<file path="src/rtl/sst_pkg.sv">
package sst_pkg;

   // tree geometry
   localparam int LEAVES     = 1024;
   localparam int TREE_BITS  = $clog2(LEAVES);
   localparam int TREE_N     = 1 << TREE_BITS;
   localparam int ADDR_BITS  = TREE_BITS + 1;
   localparam int MEM_DEPTH  = 2 * TREE_N;
   localparam int LR_BITS    = ADDR_BITS + 1;

   // field widths
   localparam int MODE_BITS  = 2;
   localparam int INDEX_BITS = 10;
   localparam int SUM_BITS   = 26;
   localparam int END_BITS   = 11;

   localparam logic [SUM_BITS-1:0] LEAF_MAX = SUM_BITS'(65535);

   // operation codes
   localparam logic [MODE_BITS-1:0] MODE_ASSIGN = 2'd0;
   localparam logic [MODE_BITS-1:0] MODE_SUM    = 2'd1;
   localparam logic [MODE_BITS-1:0] MODE_FIND   = 2'd2;

   typedef struct packed {
      logic [MODE_BITS-1:0]  mode;
      logic [INDEX_BITS-1:0] index;
      logic [SUM_BITS-1:0]   value;
      logic [END_BITS-1:0]   range_end;
   } req_type;

   typedef struct packed {
      logic [SUM_BITS-1:0] result;
      logic                found;
   } rsp_type;

   // one write port, two read ports (both copies take the same write)
   typedef struct packed {
      logic                 we;
      logic [ADDR_BITS-1:0] waddr;
      logic [SUM_BITS-1:0]  wdata;
      logic [ADDR_BITS-1:0] raddr_a;
      logic [ADDR_BITS-1:0] raddr_b;
   } mem_req_type;

endpackage

</file>
<file path="src/rtl/sst_engine.sv">
module sst_engine (
   input  logic                        clock,
   input  logic                        reset,
   input  logic                        start,
   output logic                        busy,
   input  sst_pkg::req_type            req_data,
   output logic                        rsp_valid,
   output sst_pkg::rsp_type            rsp_data,
   output sst_pkg::mem_req_type        mem_req,
   input  logic [sst_pkg::SUM_BITS-1:0] rd_a,
   input  logic [sst_pkg::SUM_BITS-1:0] rd_b
);

   typedef enum logic [2:0] {
      ST_CLEAR,
      ST_IDLE,
      ST_ASG_LEAF,
      ST_ASG_UP,
      ST_SUM_RUN,
      ST_FIND_ROOT,
      ST_FIND_CHK
   } state_type;

   localparam int AB = sst_pkg::ADDR_BITS;
   localparam int LB = sst_pkg::LR_BITS;
   localparam int SB = sst_pkg::SUM_BITS;

   state_type        state_ff;
   logic [AB-1:0]    clr_ff;
   logic [AB-1:0]    k_ff;
   logic [SB-1:0]    cur_ff;
   logic [SB-1:0]    x_ff;
   logic             first_ff;
   logic [LB-1:0]    l_ff;
   logic [LB-1:0]    r_ff;
   logic             add_l_ff;
   logic             add_r_ff;
   logic             pend_ff;
   logic [SB-1:0]    acc_ff;
   logic             done_ff;
   logic [SB-1:0]    result_ff;
   logic             found_ff;

   // combinational helpers
   logic [SB-1:0]               leaf_val;
   logic [sst_pkg::END_BITS-1:0] hi;
   logic [LB-1:0]               r_dec;
   logic [SB-1:0]               up_sum;
   logic                        go_left;
   logic [AB-1:0]               find_nk;
   logic [SB-1:0]               find_x;
   logic [SB-1:0]               acc_in;
   logic [AB-1:0]               parent;

   always_comb begin
      leaf_val = (req_data.value > sst_pkg::LEAF_MAX) ? sst_pkg::LEAF_MAX : req_data.value;
      hi = (req_data.range_end > sst_pkg::END_BITS'(sst_pkg::LEAVES))
         ? sst_pkg::END_BITS'(sst_pkg::LEAVES) : req_data.range_end;
      r_dec   = r_ff - LB'(1);
      up_sum  = cur_ff + rd_a;
      parent  = {1'b0, k_ff[AB-1:1]};
      go_left = (rd_b >= x_ff);
      find_nk = {k_ff[AB-2:0], ~go_left};
      find_x  = go_left ? x_ff : (x_ff - rd_b);
      acc_in  = acc_ff;
      if (pend_ff) begin
         acc_in = acc_ff + (add_l_ff ? rd_a : '0) + (add_r_ff ? rd_b : '0);
      end
   end

   // memory request
   always_comb begin
      mem_req = '0;
      case (state_ff)
         ST_CLEAR: begin
            mem_req.we    = 1'b1;
            mem_req.waddr = clr_ff;
         end
         ST_ASG_LEAF: begin
            mem_req.we      = 1'b1;
            mem_req.waddr   = k_ff;
            mem_req.wdata   = cur_ff;
            mem_req.raddr_a = k_ff ^ AB'(1);
         end
         ST_ASG_UP: begin
            mem_req.we      = 1'b1;
            mem_req.waddr   = parent;
            mem_req.wdata   = up_sum;
            mem_req.raddr_a = parent ^ AB'(1);
         end
         ST_SUM_RUN: begin
            mem_req.raddr_a = l_ff[AB-1:0];
            mem_req.raddr_b = r_dec[AB-1:0];
         end
         ST_FIND_ROOT: begin
            mem_req.raddr_a = AB'(1);
            mem_req.raddr_b = AB'(2);
         end
         ST_FIND_CHK: begin
            mem_req.raddr_b = {find_nk[AB-2:0], 1'b0};
         end
         default: begin
            mem_req = '0;
         end
      endcase
   end

   always_ff @(posedge clock) begin
      if (reset) begin
         state_ff <= ST_CLEAR;
         clr_ff   <= '0;
         done_ff  <= 1'b0;
         pend_ff  <= 1'b0;
      end else begin
         done_ff <= 1'b0;
         case (state_ff)
            ST_CLEAR: begin
               clr_ff <= clr_ff + AB'(1);
               if (clr_ff == AB'(sst_pkg::MEM_DEPTH - 1)) begin
                  state_ff <= ST_IDLE;
               end
            end
            ST_IDLE: begin
               if (start) begin
                  result_ff <= '0;
                  found_ff  <= 1'b0;
                  x_ff      <= req_data.value;
                  cur_ff    <= leaf_val;
                  k_ff      <= AB'(sst_pkg::TREE_N) + AB'(req_data.index);
                  l_ff      <= LB'(sst_pkg::TREE_N) + LB'(req_data.index);
                  r_ff      <= LB'(sst_pkg::TREE_N) + LB'(hi);
                  acc_ff    <= '0;
                  pend_ff   <= 1'b0;
                  case (req_data.mode)
                     sst_pkg::MODE_ASSIGN: begin
                        if (32'(req_data.index) < sst_pkg::LEAVES) begin
                           state_ff <= ST_ASG_LEAF;
                        end else begin
                           done_ff <= 1'b1;
                        end
                     end
                     sst_pkg::MODE_SUM: begin
                        if (hi > sst_pkg::END_BITS'(req_data.index)) begin
                           state_ff <= ST_SUM_RUN;
                        end else begin
                           done_ff <= 1'b1;
                        end
                     end
                     sst_pkg::MODE_FIND: begin
                        state_ff <= ST_FIND_ROOT;
                     end
                     default: begin
                        done_ff <= 1'b1;
                     end
                  endcase
               end
            end
            ST_ASG_LEAF: begin
               state_ff <= ST_ASG_UP;
            end
            ST_ASG_UP: begin
               // parent written this cycle; stop once the root is done
               if (parent == AB'(1)) begin
                  done_ff  <= 1'b1;
                  state_ff <= ST_IDLE;
               end else begin
                  k_ff   <= parent;
                  cur_ff <= up_sum;
               end
            end
            ST_SUM_RUN: begin
               acc_ff <= acc_in;
               if (l_ff < r_ff) begin
                  add_l_ff <= l_ff[0];
                  add_r_ff <= r_ff[0];
                  pend_ff  <= 1'b1;
                  l_ff     <= (l_ff + LB'(l_ff[0])) >> 1;
                  r_ff     <= r_ff >> 1;
               end else begin
                  pend_ff   <= 1'b0;
                  result_ff <= acc_in;
                  done_ff   <= 1'b1;
                  state_ff  <= ST_IDLE;
               end
            end
            ST_FIND_ROOT: begin
               k_ff     <= AB'(1);
               first_ff <= 1'b1;
               state_ff <= ST_FIND_CHK;
            end
            ST_FIND_CHK: begin
               first_ff <= 1'b0;
               if (first_ff && (x_ff > rd_a)) begin
                  // target above total
                  result_ff <= SB'(sst_pkg::LEAVES - 1);
                  found_ff  <= 1'b0;
                  done_ff   <= 1'b1;
                  state_ff  <= ST_IDLE;
               end else if (find_nk[AB-1]) begin
                  result_ff <= SB'(find_nk[AB-2:0]);
                  found_ff  <= 1'b1;
                  done_ff   <= 1'b1;
                  state_ff  <= ST_IDLE;
               end else begin
                  k_ff <= find_nk;
                  x_ff <= find_x;
               end
            end
            default: begin
               state_ff <= ST_IDLE;
            end
         endcase
      end
   end

   assign busy            = (state_ff != ST_IDLE);
   assign rsp_valid       = done_ff;
   assign rsp_data.result = result_ff;
   assign rsp_data.found  = found_ff;

endmodule

</file>
<file path="config.mk">
export PLATFORM = sky130hd
export DESIGN_NAME = sst_engine
export DESIGN_NICKNAME = d
export VERILOG_FILES = /design/src/rtl/sst_pkg.sv /design/src/rtl/sst_engine.sv
export SDC_FILE = /design/constraint.sdc
export NUM_CORES = 1
export LEC_CHECK = 0
export ABC_AREA = 1
export BUFFER_PORTS_ARGS = -buffer_cell sky130_fd_sc_hd__buf_2
export CAP_MARGIN = 20
export CELL_PAD_IN_SITES_DETAIL_PLACEMENT = 2
export CELL_PAD_IN_SITES_GLOBAL_PLACEMENT = 2
export CORE_ASPECT_RATIO = 1.4
export CORE_MARGIN = 5
export CORE_UTILIZATION = 30
export DETAILED_ROUTE_END_ITERATION = 8
export PLACE_DENSITY = 0.76
export SLEW_MARGIN = 20
export SYNTH_ARGS = -nofsm -noshare
export SYNTH_HDL_FRONTEND = slang
export SYNTH_SLANG_ARGS = --single-unit
</file>
<file path="constraint.sdc">
create_clock -name clock -period 3.8 [get_ports clock]
set_input_delay 0 -clock clock [delete_from_list [all_inputs] [get_ports clock]]
set_output_delay 0 -clock clock [all_outputs]
set_load 0.01 [all_outputs]
</file>
==> impl_metrics.env <==
export IMPL_result_of_the_run="complete, no violations"
export IMPL_drt_pass1_iterations=4
export IMPL_hold_path_endpoint="k_ff[9]$_DFFE_PP_"
export IMPL_combined_area_of_the_multi_input_logic_cells_um2=8720
export IMPL_regToRegStartpoint="add_l_ff$_DFFE_PP_"
export IMPL_power_switching_fraction_pct=47.3
export IMPL_cts_htree_levels=4
export IMPL_crit_required_ns=4.14
export IMPL_place_area_um2=16600
export IMPL_achievable_frequency_mhz=285
export IMPL_grt_pass1_vias=17500
export IMPL_vias=15900
export IMPL_chip_height_um=274
export IMPL_max_cap_violations=0
export IMPL_synth_area_um2=14900
export IMPL_die_w_um=198
export IMPL_power_combinational_fraction_pct=49.6
export IMPL_power_density_nw_per_um2=518
export IMPL_rsz0062_at_grt="false"
export IMPL_floorplan_core_area_um2=49100
export IMPL_synth_edff_count=142
export IMPL_ys_types=51
export IMPL_ys_seq_elements=158
export IMPL_clock_insertion_delay_worst_skew_ns=0.47
export IMPL_antenna_left=0
export IMPL_final_cell_area_um2=17600
export IMPL_min_from="req_data[46]"
export IMPL_total_clock_buffers_created_by_cts=17
export IMPL_clk_path_buf_depth=2
export IMPL_grt_antenna_before_repair=11
export IMPL_r2r_slack_ns=0.29
export IMPL_worstHoldPathCells=3
export IMPL_dr_wl_cell_um=23.5
export IMPL_synth_yosys_warnings=0
export IMPL_vias_per_cell=5.28
export IMPL_boundaryPins=193
export IMPL_synthFlopType="sky130_fd_sc_hd__edfxtp_1"
export IMPL_max_slew_margin_rel_pct=37.7
export IMPL_worst_pin_slew_ns=0.932
export IMPL_period_share_pct=92.4
export IMPL_worstRegToRegCells=16
export IMPL_ir_worst_vdd_mv=0.407
export IMPL_nFillCells=5869
export IMPL_clock_sinks=158
export IMPL_portion_of_the_post_synthesis_area_used_by_sequential_elements_pct=30.7
export IMPL_synth_cells=2134
export IMPL_grt_ovfl_total=0
export IMPL_ctsRootBufferMaster="sky130_fd_sc_hd__clkbuf_16"
export IMPL_cellLeakagePower_nw=8.86
export IMPL_critical_path_startpoint_type="register"
export IMPL_power_frac_clock_pct=20.6
export IMPL_drc_errors=0
export IMPL_grtUsageTotal_pct=25.6
export IMPL_finish_net_count=2616
export IMPL_finalHoldViolCount=0
export IMPL_worstReg2RegEnd="acc_ff[13]$_SDFFCE_PN0P_"
export IMPL_fin_setup_tns_ns=0
export IMPL_rows=96
export IMPL_post_dp_hpwl_um=58200
export IMPL_drt_iter0_drc=696
export IMPL_grt_start_max_net_pins=45
export IMPL_crit_path_max_fanout=6
export IMPL_power_switching_mw=4.32
export IMPL_final_setup_skew_ns=0.0142
export IMPL_cp_data_arrival_time_ns=3.85
export IMPL_commonest_non_fill_non_tap_cell_in_the_layout="sky130_fd_sc_hd__nand2_1"
export IMPL_worst_hold_check_path_type="input port to register"
export IMPL_syn_nets=2395
export IMPL_cts_tree="built"
export IMPL_path_type_of_the_worst_setup_path="register to register"
export IMPL_layout_drive_gt1_share_pct=12.4
export IMPL_power_internal_mw=4.82
export IMPL_die_area_um2=54300
export IMPL_clk_transition_reported_paths_ns=0.07
export IMPL_synthArstFlopShare_pct=0
export IMPL_cts_resized=0
export IMPL_register_area_um2=4580
export IMPL_most_common_layout_cells="sky130_fd_sc_hd__nand2_1 (518), sky130_fd_sc_hd__inv_1 (370), sky130_fd_sc_hd__nor2_1 (202), sky130_fd_sc_hd__buf_2 (192), sky130_fd_sc_hd__a21oi_1 (178)"
export IMPL_power_share_sequential_pct=29.9
export IMPL_setup_viol_count_final=0
export IMPL_finalWirelength_um=70600
export IMPL_port_buffers=192
export IMPL_report_final_slew_viol_count=0
export IMPL_start_util_pct=30.3
export IMPL_areaGrowthSynthToFinish_pct=18.2
export IMPL_gp_routability_congestion=0.951
export IMPL_critPathCaptureType="register"
export IMPL_synth_avg_cell_area_um2=6.99
export IMPL_finalWorstPathRequiredPeriod_ns=3.51
export IMPL_first_pass_grt_wire_length_um=105000
[per-layer routing]
layer  track usage (%)  vias up  share of wire (%)
li1                  -     7467                  -
met1              27.6     7918                 38
met2              48.8      361                 53
met3              4.06      136                4.2
met4              11.2       12                4.8
met5                 0        -               0.11
[metrics by stage]
| step | cells | hold WS [ns] | util, % | total power [mW] | setup slack (ns) |
|---|---|---|---|---|---|
| final | 3010 | 0.0299 | 35.9 | 9.14 | 0.288 |
| after global routing | 3006 | 0.0300 | 35.9 | 9.76 | 0.0627 |
| after CTS | 3005 | 0.000561 | 35.9 | 9.19 | 0.303 |
| after detailed placement | 2932 | 0.297 | 33.8 | 7.24 | 0.329 |
| after global placement | 2932 | 0.296 | 33.8 | 7.07 | 0.423 |
| after floorplan | 2134 | 0.0691 | - | 5.48 | 0.273 |
[sequential cells by signal, indices dropped and copies added (netlist names), 3 cells and up]
name / cells
acc_ff: 26
x_ff: 26
l_ff: 11
result_ff: 26
cur_ff: 26
clr_ff: 11
r_ff: 12
state_ff: 3
k_ff: 11
[synth_stat cells, types with 3 or more instances]
master | number | area, µm²
sky130_fd_sc_hd__nand2_1 | 518 | 1940
sky130_fd_sc_hd__inv_1 | 370 | 1390
sky130_fd_sc_hd__nor2_1 | 207 | 777
sky130_fd_sc_hd__a21oi_1 | 180 | 901
sky130_fd_sc_hd__edfxtp_1 | 142 | 4260
sky130_fd_sc_hd__o21ai_0 | 137 | 686
sky130_fd_sc_hd__ha_1 | 129 | 1610
sky130_fd_sc_hd__nand3_1 | 128 | 641
sky130_fd_sc_hd__nand4_1 | 40 | 250
sky130_fd_sc_hd__fa_1 | 28 | 561
sky130_fd_sc_hd__nor3_1 | 26 | 130
sky130_fd_sc_hd__clkbuf_1 | 23 | 86.3
sky130_fd_sc_hd__or2_2 | 23 | 144
sky130_fd_sc_hd__buf_2 | 17 | 85.1
sky130_fd_sc_hd__a21o_1 | 16 | 120
sky130_fd_sc_hd__dfxtp_1 | 16 | 320
sky130_fd_sc_hd__o211ai_1 | 13 | 97.6
sky130_fd_sc_hd__nor4_1 | 11 | 68.8
sky130_fd_sc_hd__o21bai_1 | 10 | 75.1
sky130_fd_sc_hd__xor2_1 | 10 | 87.6
sky130_fd_sc_hd__xnor2_1 | 8 | 70.1
sky130_fd_sc_hd__o22ai_1 | 7 | 43.8
sky130_fd_sc_hd__nand3b_1 | 6 | 45.0
sky130_fd_sc_hd__o21ai_2 | 6 | 52.6
sky130_fd_sc_hd__inv_2 | 5 | 18.8
sky130_fd_sc_hd__o31ai_1 | 5 | 37.5
sky130_fd_sc_hd__a211oi_1 | 4 | 30.0
sky130_fd_sc_hd__a21boi_0 | 4 | 30.0
sky130_fd_sc_hd__o21a_1 | 4 | 30.0
sky130_fd_sc_hd__a22oi_1 | 3 | 22.5
sky130_fd_sc_hd__a31oi_1 | 3 | 18.8
sky130_fd_sc_hd__buf_4 | 3 | 22.5
sky130_fd_sc_hd__buf_6 | 3 | 33.8
sky130_fd_sc_hd__o21ai_1 | 3 | 15.0
sky130_fd_sc_hd__o221ai_1 | 3 | 26.3
[logic make-up after synthesis]
family	after synthesis	synth area share (%)
buf+inv	425	11.1
xor+xnor	18	1.06
compound gates	401	14.8
flops	158	30.7
mux	1	0.0671
fa+ha+maj	157	14.6
simple gates	974	27.6
[worst max path at each step]
| stage | start | cells after the start | endpoint |
|---|---|---|---|
| 2_1_floorplan | x_ff[0]$_DFFE_PP_ | 12 | x_ff[0]$_DFFE_PP_ |
| 3_3_place_gp | add_l_ff$_DFFE_PP_ | 16 | result_ff[13]$_DFFE_PP_ |
| 3_5_place_dp | add_l_ff$_DFFE_PP_ | 16 | acc_ff[13]$_SDFFCE_PN0P_ |
| 4_1_cts | add_l_ff$_DFFE_PP_ | 16 | acc_ff[13]$_SDFFCE_PN0P_ |
| 5_1_grt | add_l_ff$_DFFE_PP_ | 16 | result_ff[13]$_DFFE_PP_ |
| 6_report | add_l_ff$_DFFE_PP_ | 16 | acc_ff[13]$_SDFFCE_PN0P_ |
[power groups by stage]
stage          Sequential, mW  Combinational, mW  Clock, mW
2_1_floorplan            2.65               2.82          0
3_3_place_gp             2.76               4.31          0
3_5_place_dp             2.77               4.47          0
4_1_cts                  2.74               4.55       1.91
5_1_grt                  2.77               5.01       1.98
6_report                 2.73               4.53       1.88
[final cells by class]
type,count,share of cell area (%)
Inverter,377,8.03
Clock buffer,19,2.57
Clock inverter,13,0.866
Tap cell,637,4.52
Multi-Input combinational cell,1551,49.4
Timing Repair Buffer,250,8.50
Antenna cell,5,0.0710
Sequential cell,158,26.0
[timing repair]
action | in CTS | in global routing
hold buffers | 41 | 0
setup buffers | 0 | 0
hold endpoints to repair | 66 | 0
[worst max-delay path, stage by stage (launching register included)]
cell	delay (ns)
sky130_fd_sc_hd__edfxtp_1	0.45
sky130_fd_sc_hd__nand2_1	0.11
sky130_fd_sc_hd__inv_1	0.07
sky130_fd_sc_hd__fa_1	0.51
sky130_fd_sc_hd__ha_1	0.25
sky130_fd_sc_hd__inv_1	0.11
sky130_fd_sc_hd__fa_1	0.39
sky130_fd_sc_hd__inv_1	0.17
sky130_fd_sc_hd__nand3_1	0.09
sky130_fd_sc_hd__nand2_1	0.18
sky130_fd_sc_hd__nand2_1	0.07
sky130_fd_sc_hd__nand2_1	0.22
sky130_fd_sc_hd__a21oi_1	0.12
sky130_fd_sc_hd__or2_2	0.29
sky130_fd_sc_hd__nand3_1	0.10
sky130_fd_sc_hd__o211ai_1	0.14
sky130_fd_sc_hd__inv_1	0.09
(Power assumes the default switching activity.)
